==> src/rtl/dtt_pkg.sv <==
package dtt_pkg;

  localparam int TILE_PIXELS = 64;
  localparam int TILE_SHIFT  = 6;

  typedef enum logic [1:0] {
    OP_MARK  = 2'd0,
    OP_CLEAR = 2'd1,
    OP_LIST  = 2'd2,
    OP_NONE  = 2'd3
  } op_e;

  typedef enum logic {
    REG_CANVAS_WIDTH  = 1'b0,
    REG_CANVAS_HEIGHT = 1'b1
  } reg_idx_e;

  typedef enum logic [2:0] {
    ST_IDLE,
    ST_SPAN_X,
    ST_SPAN_Y,
    ST_MARK,
    ST_LIST,
    ST_FINISH
  } state_e;

  typedef struct packed {
    logic clear;
    logic set;
  } map_cmd_t;

endpackage

==> src/rtl/dtt_span.sv <==
module dtt_span #(
  parameter int CNT_W = 4
) (
  input  logic signed [15:0] org_i,
  input  logic signed [15:0] len_i,
  input  logic [CNT_W-1:0]   count_i,
  output logic [8:0]         first_o,
  output logic [CNT_W-1:0]   end_o
);
  import dtt_pkg::*;

  logic signed [17:0] org_s;
  logic signed [17:0] len_s;
  logic signed [17:0] org_c;
  logic signed [17:0] len_c;
  logic [16:0]        sum;
  logic [10:0]        end_raw;

  always_comb begin
    org_s = 18'(org_i);
    len_s = 18'(len_i);
    if (org_s < 0) begin
      len_c = len_s + org_s;
      org_c = '0;
    end else begin
      len_c = len_s;
      org_c = org_s;
    end
    if (len_c < 0) begin
      len_c = '0;
    end
    sum     = 17'(org_c[15:0]) + 17'(len_c[15:0]) + 17'(TILE_PIXELS - 1);
    end_raw = 11'(sum >> TILE_SHIFT);
    first_o = 9'(org_c[15:0] >> TILE_SHIFT);
    end_o   = (end_raw > 11'(count_i)) ? count_i : CNT_W'(end_raw);
  end

endmodule

==> src/rtl/dtt_map.sv <==
module dtt_map #(
  parameter int ROWS = 8,
  parameter int COLS = 8,
  parameter int RIW  = 3,
  parameter int CIW  = 3
) (
  input  logic               clk_i,
  input  logic               rst_ni,
  input  dtt_pkg::map_cmd_t  cmd_i,
  input  logic [RIW-1:0]     set_row_i,
  input  logic [COLS-1:0]    set_mask_i,
  input  logic [RIW-1:0]     rd_row_i,
  input  logic [CIW-1:0]     rd_col_i,
  output logic               rd_bit_o
);
  import dtt_pkg::*;

  logic [COLS-1:0] dirty_q [ROWS];

  always_ff @(posedge clk_i or negedge rst_ni) begin
    if (!rst_ni) begin
      for (int r = 0; r < ROWS; r++) begin
        dirty_q[r] <= '0;
      end
    end else if (cmd_i.clear) begin
      for (int r = 0; r < ROWS; r++) begin
        dirty_q[r] <= '0;
      end
    end else if (cmd_i.set) begin
      dirty_q[set_row_i] <= dirty_q[set_row_i] | set_mask_i;
    end
  end

  assign rd_bit_o = dirty_q[rd_row_i][rd_col_i];

endmodule

==> src/rtl/dirty_tile_tracker.sv <==
// dirty tile tracker: a bit map of 64x64 pixel tiles over a canvas.
// config channel: cfg_valid_i/cfg_ready_o with cfg_index_i (0 width, 1 height)
//   and cfg_data_i; a config transaction clears the map. accepted while idle
//   and start_i low, so a config write never shares an edge with a command.
// command channel: a transaction is taken when start_i is high and busy_o low.
//   mark (0): busy through span setup (x then y through one span unit), then
//     through the tile rows touched, since the map is updated a row word
//     per cycle; a rectangle that spans no tile row ends after the setup.
//   clear (1): done at the accepting edge, busy_o stays low.
//   list (2): walks one tile per cycle over rows*cols tiles, then a finish state.
//     each dirty tile gives one result; a result is driven one tile found
//     later, the final one from the finish state with last_o set. an empty map
//     gives a single result with tile_present_o low and last_o high.
//   unknown operation (3): ignored.
// results: result_valid_o is a one-cycle strobe; the receiver cannot stall.
// reset: canvas sizes zero, map cleared, sequencer idle.
module dirty_tile_tracker #(
  parameter int TILE_COLUMNS_MAX = 8,
  parameter int TILE_ROWS_MAX    = 8
) (
  input  logic               clk_i,
  input  logic               rst_ni,
  input  logic               start_i,
  output logic               busy_o,
  input  logic [1:0]         operation_i,
  input  logic signed [15:0] rect_x_i,
  input  logic signed [15:0] rect_y_i,
  input  logic signed [15:0] rect_w_i,
  input  logic signed [15:0] rect_h_i,
  input  logic               cfg_valid_i,
  output logic               cfg_ready_o,
  input  logic [0:0]         cfg_index_i,
  input  logic [9:0]         cfg_data_i,
  output logic               result_valid_o,
  output logic [8:0]         tile_left_o,
  output logic [8:0]         tile_top_o,
  output logic [6:0]         tile_width_o,
  output logic [6:0]         tile_height_o,
  output logic               tile_present_o,
  output logic               last_o
);
  import dtt_pkg::*;

  localparam int CNT_MAX = (TILE_COLUMNS_MAX > TILE_ROWS_MAX) ? TILE_COLUMNS_MAX
                                                              : TILE_ROWS_MAX;
  localparam int CNTW    = $clog2(CNT_MAX + 1);
  localparam int RIW     = (TILE_ROWS_MAX > 1) ? $clog2(TILE_ROWS_MAX) : 1;
  localparam int CIW     = (TILE_COLUMNS_MAX > 1) ? $clog2(TILE_COLUMNS_MAX) : 1;
  localparam int TCW     = 11 - TILE_SHIFT;

  state_e state_q, state_d;

  logic [9:0]  canvas_w_q, canvas_h_q;
  logic signed [15:0] rx_q, ry_q, rw_q, rh_q;
  logic [8:0]  x_first_q, x_first_d;
  logic [CNTW-1:0] x_end_q, x_end_d;
  logic [CNTW-1:0] y_end_q, y_end_d;
  logic [RIW-1:0] row_q, row_d;
  logic [CIW-1:0] col_q, col_d;
  logic        pend_valid_q, pend_valid_d;
  logic [RIW-1:0] pend_row_q, pend_row_d;
  logic [CIW-1:0] pend_col_q, pend_col_d;

  logic        accept;
  logic        cfg_write;
  logic [CNTW-1:0] cols, rows;
  logic [10:0] w_sum, h_sum;
  logic [TCW-1:0] w_tiles, h_tiles;

  logic signed [15:0] sp_org, sp_len;
  logic [CNTW-1:0] sp_count;
  logic [8:0]  sp_first;
  logic [CNTW-1:0] sp_end;

  map_cmd_t    map_cmd;
  logic [TILE_COLUMNS_MAX-1:0] col_mask;
  logic        rd_bit;
  logic        last_tile;

  logic        emit, emit_last;

  logic        res_valid_q, res_last_q, res_present_q;
  logic [8:0]  res_left_q, res_top_q;
  logic [6:0]  res_width_q, res_height_q;
  logic [10:0] right_full, bottom_full, right_clip, bottom_clip;
  logic [8:0]  pend_left, pend_top;

  assign busy_o      = (state_q != ST_IDLE);
  assign cfg_ready_o = (state_q == ST_IDLE) && !start_i;
  assign accept      = start_i && !busy_o;
  assign cfg_write   = cfg_valid_i && cfg_ready_o;

  // tile counts
  always_comb begin
    w_sum   = 11'(canvas_w_q) + 11'(TILE_PIXELS - 1);
    h_sum   = 11'(canvas_h_q) + 11'(TILE_PIXELS - 1);
    w_tiles = TCW'(w_sum >> TILE_SHIFT);
    h_tiles = TCW'(h_sum >> TILE_SHIFT);
    cols    = (w_tiles > TCW'(TILE_COLUMNS_MAX)) ? CNTW'(TILE_COLUMNS_MAX) : CNTW'(w_tiles);
    rows    = (h_tiles > TCW'(TILE_ROWS_MAX)) ? CNTW'(TILE_ROWS_MAX) : CNTW'(h_tiles);
  end

  always_ff @(posedge clk_i or negedge rst_ni) begin
    if (!rst_ni) begin
      canvas_w_q <= '0;
      canvas_h_q <= '0;
    end else if (cfg_write) begin
      unique case (reg_idx_e'(cfg_index_i))
        REG_CANVAS_WIDTH:  canvas_w_q <= cfg_data_i;
        REG_CANVAS_HEIGHT: canvas_h_q <= cfg_data_i;
      endcase
    end
  end

  // shared span unit, x axis first then y axis
  assign sp_org   = (state_q == ST_SPAN_X) ? rx_q : ry_q;
  assign sp_len   = (state_q == ST_SPAN_X) ? rw_q : rh_q;
  assign sp_count = (state_q == ST_SPAN_X) ? cols : rows;

  dtt_span #(
    .CNT_W (CNTW)
  ) u_span (
    .org_i   (sp_org),
    .len_i   (sp_len),
    .count_i (sp_count),
    .first_o (sp_first),
    .end_o   (sp_end)
  );

  always_comb begin
    for (int c = 0; c < TILE_COLUMNS_MAX; c++) begin
      col_mask[c] = (9'(c) >= x_first_q) && (CNTW'(c) < x_end_q);
    end
  end

  dtt_map #(
    .ROWS (TILE_ROWS_MAX),
    .COLS (TILE_COLUMNS_MAX),
    .RIW  (RIW),
    .CIW  (CIW)
  ) u_map (
    .clk_i      (clk_i),
    .rst_ni     (rst_ni),
    .cmd_i      (map_cmd),
    .set_row_i  (row_q),
    .set_mask_i (col_mask),
    .rd_row_i   (row_q),
    .rd_col_i   (col_q),
    .rd_bit_o   (rd_bit)
  );

  assign last_tile = (CNTW'(col_q) + 1'b1 == cols) && (CNTW'(row_q) + 1'b1 == rows);

  always_ff @(posedge clk_i or negedge rst_ni) begin
    if (!rst_ni) begin
      state_q <= ST_IDLE;
    end else begin
      state_q <= state_d;
    end
  end

  always_ff @(posedge clk_i) begin
    if (accept) begin
      rx_q <= rect_x_i;
      ry_q <= rect_y_i;
      rw_q <= rect_w_i;
      rh_q <= rect_h_i;
    end
    x_first_q  <= x_first_d;
    x_end_q    <= x_end_d;
    y_end_q    <= y_end_d;
    row_q      <= row_d;
    col_q      <= col_d;
    pend_row_q <= pend_row_d;
    pend_col_q <= pend_col_d;
  end

  always_ff @(posedge clk_i or negedge rst_ni) begin
    if (!rst_ni) begin
      pend_valid_q <= 1'b0;
    end else begin
      pend_valid_q <= pend_valid_d;
    end
  end

  // sequencer
  always_comb begin
    state_d       = state_q;
    x_first_d     = x_first_q;
    x_end_d       = x_end_q;
    y_end_d       = y_end_q;
    row_d         = row_q;
    col_d         = col_q;
    pend_valid_d  = pend_valid_q;
    pend_row_d    = pend_row_q;
    pend_col_d    = pend_col_q;
    map_cmd.clear = cfg_write;
    map_cmd.set   = 1'b0;
    emit          = 1'b0;
    emit_last     = 1'b0;
    unique case (state_q)
      ST_IDLE: begin
        if (accept) begin
          unique case (op_e'(operation_i))
            OP_MARK:  state_d = ST_SPAN_X;
            OP_CLEAR: map_cmd.clear = 1'b1;
            OP_LIST: begin
              pend_valid_d = 1'b0;
              row_d        = '0;
              col_d        = '0;
              state_d      = ((rows == '0) || (cols == '0)) ? ST_FINISH : ST_LIST;
            end
            OP_NONE: state_d = ST_IDLE;
          endcase
        end
      end
      ST_SPAN_X: begin
        x_first_d = sp_first;
        x_end_d   = sp_end;
        state_d   = ST_SPAN_Y;
      end
      ST_SPAN_Y: begin
        y_end_d = sp_end;
        row_d   = RIW'(sp_first);
        state_d = (sp_first < 9'(sp_end)) ? ST_MARK : ST_IDLE;
      end
      ST_MARK: begin
        map_cmd.set = 1'b1;
        row_d       = row_q + 1'b1;
        if (CNTW'(row_q) + 1'b1 == y_end_q) begin
          state_d = ST_IDLE;
        end
      end
      ST_LIST: begin
        if (rd_bit) begin
          emit         = pend_valid_q;
          pend_valid_d = 1'b1;
          pend_row_d   = row_q;
          pend_col_d   = col_q;
        end
        if (last_tile) begin
          state_d = ST_FINISH;
        end else if (CNTW'(col_q) + 1'b1 == cols) begin
          col_d = '0;
          row_d = row_q + 1'b1;
        end else begin
          col_d = col_q + 1'b1;
        end
      end
      ST_FINISH: begin
        emit      = 1'b1;
        emit_last = 1'b1;
        state_d   = ST_IDLE;
      end
      default: state_d = ST_IDLE;
    endcase
  end

  // result formatting, clipped at the canvas edge
  always_comb begin
    pend_left   = 9'(pend_col_q) << TILE_SHIFT;
    pend_top    = 9'(pend_row_q) << TILE_SHIFT;
    right_full  = 11'(pend_left) + 11'(TILE_PIXELS);
    bottom_full = 11'(pend_top) + 11'(TILE_PIXELS);
    right_clip  = (right_full > 11'(canvas_w_q)) ? 11'(canvas_w_q) : right_full;
    bottom_clip = (bottom_full > 11'(canvas_h_q)) ? 11'(canvas_h_q) : bottom_full;
  end

  always_ff @(posedge clk_i or negedge rst_ni) begin
    if (!rst_ni) begin
      res_valid_q <= 1'b0;
    end else begin
      res_valid_q <= emit;
    end
  end

  always_ff @(posedge clk_i) begin
    if (emit) begin
      res_last_q    <= emit_last;
      res_present_q <= pend_valid_q;
      if (pend_valid_q) begin
        res_left_q   <= pend_left;
        res_top_q    <= pend_top;
        res_width_q  <= 7'(right_clip - 11'(pend_left));
        res_height_q <= 7'(bottom_clip - 11'(pend_top));
      end else begin
        res_left_q   <= '0;
        res_top_q    <= '0;
        res_width_q  <= '0;
        res_height_q <= '0;
      end
    end
  end

  assign result_valid_o = res_valid_q;
  assign tile_left_o    = res_left_q;
  assign tile_top_o     = res_top_q;
  assign tile_width_o   = res_width_q;
  assign tile_height_o  = res_height_q;
  assign tile_present_o = res_present_q;
  assign last_o         = res_last_q;

endmodule

==> config.mk <==
export PLATFORM = sky130hd
export DESIGN_NAME = dirty_tile_tracker
export DESIGN_NICKNAME = d
export VERILOG_FILES = /design/src/rtl/dtt_pkg.sv /design/src/rtl/dtt_span.sv /design/src/rtl/dtt_map.sv /design/src/rtl/dirty_tile_tracker.sv
export SDC_FILE = /design/constraint.sdc
export NUM_CORES = 1
export LEC_CHECK = 0
export BUFFER_PORTS_ARGS = -buffer_cell sky130_fd_sc_hd__buf_2
export CAP_MARGIN = 20
export CORE_ASPECT_RATIO = 0.7
export CORE_MARGIN = 5
export CORE_UTILIZATION = 56
export CTS_BUF_LIST = sky130_fd_sc_hd__clkbuf_2
export DETAILED_ROUTE_END_ITERATION = 6
export PLACE_DENSITY = 0.76
export RECOVER_POWER = 100
export SKIP_CTS_REPAIR_TIMING = 1
export SYNTH_ARGS = -nofsm -noshare
export SYNTH_HDL_FRONTEND = slang
export SYNTH_SLANG_ARGS = --single-unit
==> constraint.sdc <==
create_clock -name clk_i -period 9.31 [get_ports clk_i]
set_input_delay 0.4655 -clock clk_i [delete_from_list [all_inputs] [get_ports clk_i]]
set_output_delay 0.4655 -clock clk_i [all_outputs]
set_load 0.03 [all_outputs]
==> impl_metrics.ini, run 1 <==
[synth]
syn-instance-count = 1110
yosys.cell_count.top_type = nand2_1
ys_types = 71
synthArstFlopShare_pct = 43.6
synth_area_leaders = edfxtp_1, dfrtp_1, ha_1, nand2_1, a22o_1
yosysWarnings = 0
yosys.area.top_type_share_pct = 30.2
synth_commonest_cells = nand2_1, edfxtp_1, dfrtp_1, nor2_1, ha_1
synth_area_mm2 = 0.0114
ys_seq_area_share_pct = 49.7
synth_seq_cells = 204
ys.flop_type = edfxtp_1
syn_area_per_cell_um2 = 10.3
synth_area_leader_cell = edfxtp_1
synth_edf_count = 115

[grt]
antenna_found_initial = 1
grt_overflow = 0
track_usage_pct = 24.4
grt_pass1_vias = 8783
grt_max_degree = 65
grt_first_pass_wirelength_um = 46100

[power_and_ir_drop]
power_frac_seq_pct = 27.1
p_per_area_mw_per_mm2 = 365
power_frac_comb_pct = 60.4
leakage_nw = 5.90
clkPwrFrac_pct = 12.5
power.internal_w = 0.00260
vdd_drop_max_mv = 0.191
total_power_w = 0.00491
p_sw_w = 0.00231
sw_frac_of_total_pct = 47.1

[status]
status = finished, violations left
violations = max-capacitance violations, max-slew violations

[setup_path]
path_delay_family = compound AO/OA/AOI/OAI gates
worstPathRequired_ns = 9.99
critical_path_buf_inv_count = 6
slowest_stage = or3_1
rrSetupSlack_ns = 0.61
worst_setup_path_end_kind = register
cpMostUsedCell = ha_1
path_class = reg -> reg
cp-start-kind = register
arrival_ns = 9.38
crit_fanout = 13
critPathMaxStageDelay_ns = 0.47

[clock_network]
cts_tree = built
cts.clk_slew.worst_paths_ns = 0.11
cts_buffer_depth = 3
numCtsBuffers = 47
clockRootBuffer = clkbuf_2
cts.htree.levels = 2
clk_latency_ns = 0.77
cts_sinks = 204

[cells_and_area]
fillerInstances = 1558
register_area_mm2 = 0.00568
nets = 1467
multiInputGateArea_mm2 = 0.00541
design_area_mm2 = 0.0135
syn2layout_area_growth_pct = 17.6
final_util_pct = 67.4
drive_gt1_share_pct = 16.2

[die]
die_area_mm2 = 0.0234
fp.dieW_um = 181
start_util_pct = 57.3
core.rowCount = 43
io_pins = 118
fp.dieH_um = 130
coreArea_mm2 = 0.0200

[sta]
worst_pin_slew_ns = 3.46
final_hold_viol_count = 0
fin_crit_ns = 8.70
setup_viol_count_final = 0
worst_hold_slack_ns = 0.111
maxSlewHeadroom_pct = -131
fmax_mhz = 115
skew_ns = 0.0631
drv_slew = 165
min_period_over_period_pct = 93.4

[drt]
wl_per_cell_um = 18.2
wirelength_um = 29700
drcViolationCount = 0
via_count = 9426
drt_iter0_drc = 843
drt-pass1-iter-count = 5
vias_per_cell = 5.78
final_antenna_net_count = 0

[min_path]
min_path_type = in -> reg

[placement]
post_dp_cell_area_mm2 = 0.0122
globalplace.congestion = 0.959
portBuffers = 105
dp_hpwl_um = 21000

[job]
maxCapViolations = 3
==> flip-flops by register name, indices dropped and copies added, names as in the netlist, 4 cells and up <==
register,count
u_map.dirty_q,64
rh_q,16
rw_q,16
rx_q,16
ry_q,16
canvas_h_q,10
canvas_w_q,10
x_first_q,9
tile_height_o,7
tile_width_o,7
x_end_q,4
y_end_q,4
==> through the flow <==
stage / instances / setup WS, ns / TNS (ns)
floorplan: 1121 / 0.439 / 0
global placement: 1464 / 0.580 / 0
detailed placement: 1464 / 0.193 / 0
CTS: 1551 / 0.158 / 0
global route: 1631 / -0.0438 / -0.0438
finish: 1631 / 0.613 / 0
==> placed cells by master (no fill, tap or decap), types with 22 or more instances in the layout <==
cell type      Yosys  layout
nand2_1          192     192
edfxtp_1         115     115
dfrtp_1           89      88
nor2_1            85      82
buf_2              0      78
dlygate4sd3_1      0      75
clkbuf_2           1      68
ha_1              63      62
o21ai_0           50      50
a21oi_1           46      46
inv_1             44      44
a22o_1            44      44
clkbuf_1          29      37
mux2_2            30      30
a21o_1            22      22
xnor2_1           23      22
==> worst min-delay path, delay by kind of cell <==
kind                   cells  cell delay, ns
AO/OA/AOI/OAI              2            0.17
buffers and inverters      1            0.11
AND/OR/NAND/NOR            1            0.09
==> layer usage <==
metal	vias to the layer above	track usage [%]	routed length (um)
li1	4474	-	-
met1	4410	38.9	13900
met2	483	32.5	11800
met3	59	6.93	3420
met4	0	5.73	486
met5	-	0	0
==> area by class of cell <==
cell class                 instances  area share [%]
antenna                            1          0.0186
sequential                       204            42.2
inverter                          48            1.37
clock buffer                      68            2.53
tap                              270            2.51
multi-input combinational        820            40.2
timing repair buffer             201            10.2
clock inverter                    19           0.986
==> path summary, 6_finish.rpt <==
kind / from / endpoint / cells past startpoint
max: state_q[1]$_DFFE_PN0P_ / state_q[0]$_DFFE_PN0P_ / 43
min: operation_i[0] / state_q[0]$_DFFE_PN0P_ / 4
max reg2reg: state_q[1]$_DFFE_PN0P_ / state_q[0]$_DFFE_PN0P_ / 43
min reg2reg: u_map.dirty_q[52]$_DFFE_PN0P_ / u_map.dirty_q[52]$_DFFE_PN0P_ / 2
max in group asynchronous: rst_ni / state_q[2]$_DFFE_PN0P_ / 3
min in group asynchronous: rst_ni / u_map.dirty_q[51]$_DFFE_PN0P_ / 2
==> logic make-up after synthesis <==
family / synth area share, %
AND/OR/NAND/NOR: 16.2
XOR/XNOR: 2.37
adder cells (fa/ha/maj): 7.07
AO/OA/AOI/OAI: 15.7
other: 0.0328
multiplexers: 5.17
buffers and inverters: 3.84
flip-flops: 49.7
==> power groups by stage <==
stage | Clock [W] | Sequential [W] | Combinational [W]
3_3_place_gp | 0 | 0.00133 | 0.00274
4_1_cts | 0.000631 | 0.00132 | 0.00281
3_5_place_dp | 0 | 0.00133 | 0.00279
6_report | 0.000613 | 0.00133 | 0.00297
2_1_floorplan | 0 | 0.00130 | 0.00213
5_1_grt | 0.000678 | 0.00135 | 0.00328
No activity file was read; power rests on OpenSTA's default activity.
==> run 2: changes to the inputs <==
- RECOVER_POWER: 100 -> unset
==> impl_metrics.ini, run 2 (synthesis results as in run 1) <==
[placement]
dp.cells = 1464
post_dp_cell_area_mm2 = 0.0122
portBuffers = 105
globalplace.congestion = 0.959
dp_hpwl_um = 21000

[sta]
skew_ns = 0.0655
worst_hold_slack_ns = 0.101
min_period_over_period_pct = 93.3
fmax_mhz = 115
drv_slew = 0
worst_pin_slew_ns = 1.08
fin_crit_ns = 8.69
setup_viol_count_final = 0
final_hold_viol_count = 0
maxSlewHeadroom_pct = 28.1

[setup_path]
cp-start-kind = register
arrival_ns = 9.37
crit_fanout = 13
worst_setup_path_end_kind = register
crit_start = state_q[1]$_DFFE_PN0P_
rrSetupSlack_ns = 0.62
cpMostUsedCell = ha_1
worstPathRequired_ns = 10.00
critPathMaxStageDelay_ns = 0.47
slowest_stage = or3_1
path_class = reg -> reg
r2r_start = state_q[1]$_DFFE_PN0P_

[clock_network]
clockRootBuffer = clkbuf_2
cts_sinks = 204
clk_latency_ns = 0.78
cts_tree = built
cts.clk_slew.worst_paths_ns = 0.12
cts_buffer_depth = 3
numCtsBuffers = 47
cts.htree.levels = 2

[job]
maxCapViolations = 0

[cells_and_area]
syn2layout_area_growth_pct = 18.3
nets = 1467
layout_commonest_cell = nand2_1
layout_common_cells = nand2_1, edfxtp_1, buf_2
top_register = u_map.dirty_q
fillerInstances = 1536
design_area_mm2 = 0.0135
multiInputGateArea_mm2 = 0.00541
largest_reg_flops = 64
stdcell_count = 1631
drive_gt1_share_pct = 19.0
register_area_mm2 = 0.00568

[die]
fp.dieW_um = 181
start_util_pct = 57.3
die_area_mm2 = 0.0234
core.rowCount = 43
io_pins = 118
fp.dieH_um = 130
coreArea_mm2 = 0.0200

[drt]
drt_iter0_drc = 901
drt-pass1-iter-count = 5
wl_per_cell_um = 18.2
via_count = 9494
vias_per_cell = 5.82
drcViolationCount = 0
wirelength_um = 29800
final_antenna_net_count = 0

[power_and_ir_drop]
vdd_drop_max_mv = 0.192
leakage_nw = 6.01
p_per_area_mw_per_mm2 = 364

[grt]
grt_max_degree = 65
track_usage_pct = 24.4
antenna_found_initial = 1
grt_first_pass_wirelength_um = 46100
grt_overflow = 0
grt_pass1_vias = 8783

[min_path]
min_path_type = in -> reg
holdCritStartpoint = operation_i[0]

[status]
status = finished, final reports clean
run 2: metal layers:
layer  vias to the layer above  wire length, um  global-route usage (%)
li1                       4477                -                       -
met1                      4476            14100                    38.9
met2                       479            11900                    32.5
met3                        62             3310                    6.93
met4                         0              509                    5.73
met5                         -                0                       0
run 2: area by class of cell:
type	instances	area share, %
flip-flops and latches	204	42.0
multi-input cells	820	40.0
inverters	48	1.36
well taps	270	2.50
repair buffers	201	10.7
diodes	1	0.0185
clock buffers	68	2.51
clock inverters	19	0.980
run 2: through the flow:
step	power, W	util [%]	TNS [ns]	worst slack, ns
global route	0.00531	67.8	-0.0450	-0.0450
CTS	0.00476	63.6	0	0.158
global placement	0.00407	61.3	0	0.580
finish	0.00492	67.8	0	0.625
floorplan	0.00343	-	0	0.439
detailed placement	0.00412	61.3	0	0.193
run 2: worst max-delay path, delay by kind of cell (launching register included):
family	cells	cell delay (ns)
AOI/OAI and AO/OA	18	3.08
xor gates and xnor gates	1	0.18
adders and majority gates	5	1.53
buffers and inverters	6	0.90
DFF	1	0.44
muxes	2	0.45
and+or+nand+nor	11	2.01
run 2: worst paths after layout:
kind | to | cells past startpoint
worst max-delay path | state_q[0]$_DFFE_PN0P_ | 43
worst min-delay path | state_q[0]$_DFFE_PN0P_ | 4
worst max register to register | state_q[0]$_DFFE_PN0P_ | 43
worst min register to register | u_map.dirty_q[60]$_DFFE_PN0P_ | 2
max in group asynchronous | state_q[2]$_DFFE_PN0P_ | 3
min in group asynchronous | u_map.dirty_q[51]$_DFFE_PN0P_ | 2
run 2: where the power goes:
part | internal [W] | leakage [nW] | switching [W]
clock network | 0.000254 | 0.345 | 0.000359
logic | 0.00117 | 3.41 | 0.00182
registers | 0.00119 | 2.25 | 0.000134
==> run 3: changes to the inputs <==
- ABC_CLOCK_PERIOD_IN_PS: unset -> 9310
- BUFFER_PORTS_ARGS: -buffer_cell sky130_fd_sc_hd__buf_2 -> -buffer_cell sky130_fd_sc_hd__buf_4
- CORE_MARGIN: 5 -> 3
==> impl_metrics.ini, run 3 (synthesis results as in run 1) <==
[drt]
final_antenna_net_count = 0
vias_per_cell = 5.78
via_count = 9404
wl_per_cell_um = 18.0
drt_iter0_drc = 843
drcViolationCount = 0
drt-pass1-iter-count = 6
wirelength_um = 29300

[power_and_ir_drop]
power_frac_comb_pct = 59.7
leakage_nw = 6.10
p_per_area_mw_per_mm2 = 358
sw_frac_of_total_pct = 46.4
power.internal_w = 0.00264
p_sw_w = 0.00229
power_frac_seq_pct = 27.2
vdd_drop_max_mv = 0.206
clkPwrFrac_pct = 13.1

[grt]
antenna_found_initial = 1
grt_overflow = 0
grt_max_degree = 65
track_usage_pct = 25.4
grt_pass1_vias = 8581
grt_first_pass_wirelength_um = 45200

[die]
core.rowCount = 43
start_util_pct = 57.5
fp.dieW_um = 177
io_pins = 118
die_area_mm2 = 0.0222
coreArea_mm2 = 0.0199
fp.dieH_um = 126

[setup_path]
path_class = reg -> reg
crit_fanout = 25
worstPathRequired_ns = 10.01
cp-start-kind = register
slowest_stage = dfrtp_1
worst_setup_path_end_kind = register
critPathMaxStageDelay_ns = 0.50
arrival_ns = 9.53

[sta]
drv_slew = 0
worst_pin_slew_ns = 1.06
min_period_over_period_pct = 94.8
fin_crit_ns = 8.83
maxSlewHeadroom_pct = 29.0
setup_slack_ns = 0.481
setup_viol_count_final = 0
final_hold_viol_count = 0
skew_ns = 0.0637
fmax_mhz = 113
fin_setup_tns_ns = 0
worst_hold_slack_ns = 0.0620

[cells_and_area]
top_register = u_map.dirty_q
nets = 1468
multiInputGateArea_mm2 = 0.00538
layout_common_cells = nand2_1, buf_4, edfxtp_1
layout_commonest_cell = nand2_1
drive_gt1_share_pct = 18.4
fillerInstances = 1597
final_util_pct = 69.2
largest_reg_flops = 64
syn2layout_area_growth_pct = 20.4
register_area_mm2 = 0.00568

[clock_network]
cts_buffer_depth = 3
cts_sinks = 204
cts.clk_slew.worst_paths_ns = 0.11
numCtsBuffers = 49
cts_tree = built
clockRootBuffer = clkbuf_2
clk_latency_ns = 0.80
cts.htree.levels = 2

[placement]
globalplace.congestion = 0.952
portBuffers = 105
dp_hpwl_um = 20700
dpl_worst_slack_ns = 0.255

[job]
maxCapViolations = 0

[status]
status = finished, final reports clean

[min_path]
min_path_type = in -> reg
## run 3: cell types whose count changed in the layout (fill, tap and decap cells not counted), sizes merged
| cell | previous run | this run |
|---|---|---|
| clkinvlp | 1 | 0 |
| buf | 126 | 125 |
| bufinv | 2 | 3 |
| clkbuf | 68 | 70 |
| clkinv | 18 | 13 |
## run 3: area by class of cell
class	instances	share of cell area, %
Antenna cell	1	0.0182
Clock buffer	70	2.54
Clock inverter	14	0.954
Inverter	48	1.36
Multi-Input combinational cell	820	39.1
Sequential cell	204	41.2
Tap cell	270	2.45
Timing Repair Buffer	200	12.3
## run 3: path summary, 6_finish.rpt
path,startpoint,to,slack (ns),cells past startpoint
hold reg to reg,u_map.dirty_q[52]$_DFFE_PN0P_,u_map.dirty_q[52]$_DFFE_PN0P_,0.50,2
setup / recovery,state_q[2]$_DFFE_PN0P_,state_q[0]$_DFFE_PN0P_,0.48,43
hold / removal,operation_i[0],state_q[0]$_DFFE_PN0P_,0.06,4
min in group asynchronous,rst_ni,u_map.dirty_q[26]$_DFFE_PN0P_,0.10,2
setup reg to reg,state_q[2]$_DFFE_PN0P_,state_q[0]$_DFFE_PN0P_,0.48,43
max in group asynchronous,rst_ni,canvas_w_q[3]$_DFFE_PN0P_,8.05,3
## run 3: critical path: cells and delay by family, from the launching register on
kind	cells	cell delay (ns)
XOR/XNOR	1	0.17
buffers and inverters	5	0.64
flip-flops	1	0.50
AND/OR/NAND/NOR	13	2.25
adder cells (fa/ha/maj)	6	1.75
AO/OA/AOI/OAI	17	3.25
multiplexers	1	0.17
## run 3: metrics by stage
stage | std cells | power, W | cell area [um^2]
floorplan | 1121 | 0.00343 | 11500
global placement | 1462 | 0.00407 | 12500
detailed placement | 1462 | 0.00412 | 12500
CTS | 1546 | 0.00479 | 13000
global route | 1627 | 0.00532 | 13800
finish | 1627 | 0.00493 | 13800
## run 3: power by group through the flow
stage               combinational [W]  sequential, W  clock, W
finish                        0.00294        0.00134  0.000645
detailed placement            0.00277        0.00135         0
global route                  0.00325        0.00136  0.000709
CTS                           0.00279        0.00133  0.000662
global placement              0.00272        0.00135         0
floorplan                     0.00213        0.00130         0
## run 3: per-layer routing
layer | vias up | wire length, um | GRT usage (%)
met3 | 39 | 3000 | 6.65
met1 | 4470 | 14300 | 41.9
li1 | 4471 | - | -
met5 | - | 0 | 0
met4 | 0 | 380 | 5.54
met2 | 424 | 11600 | 33.0
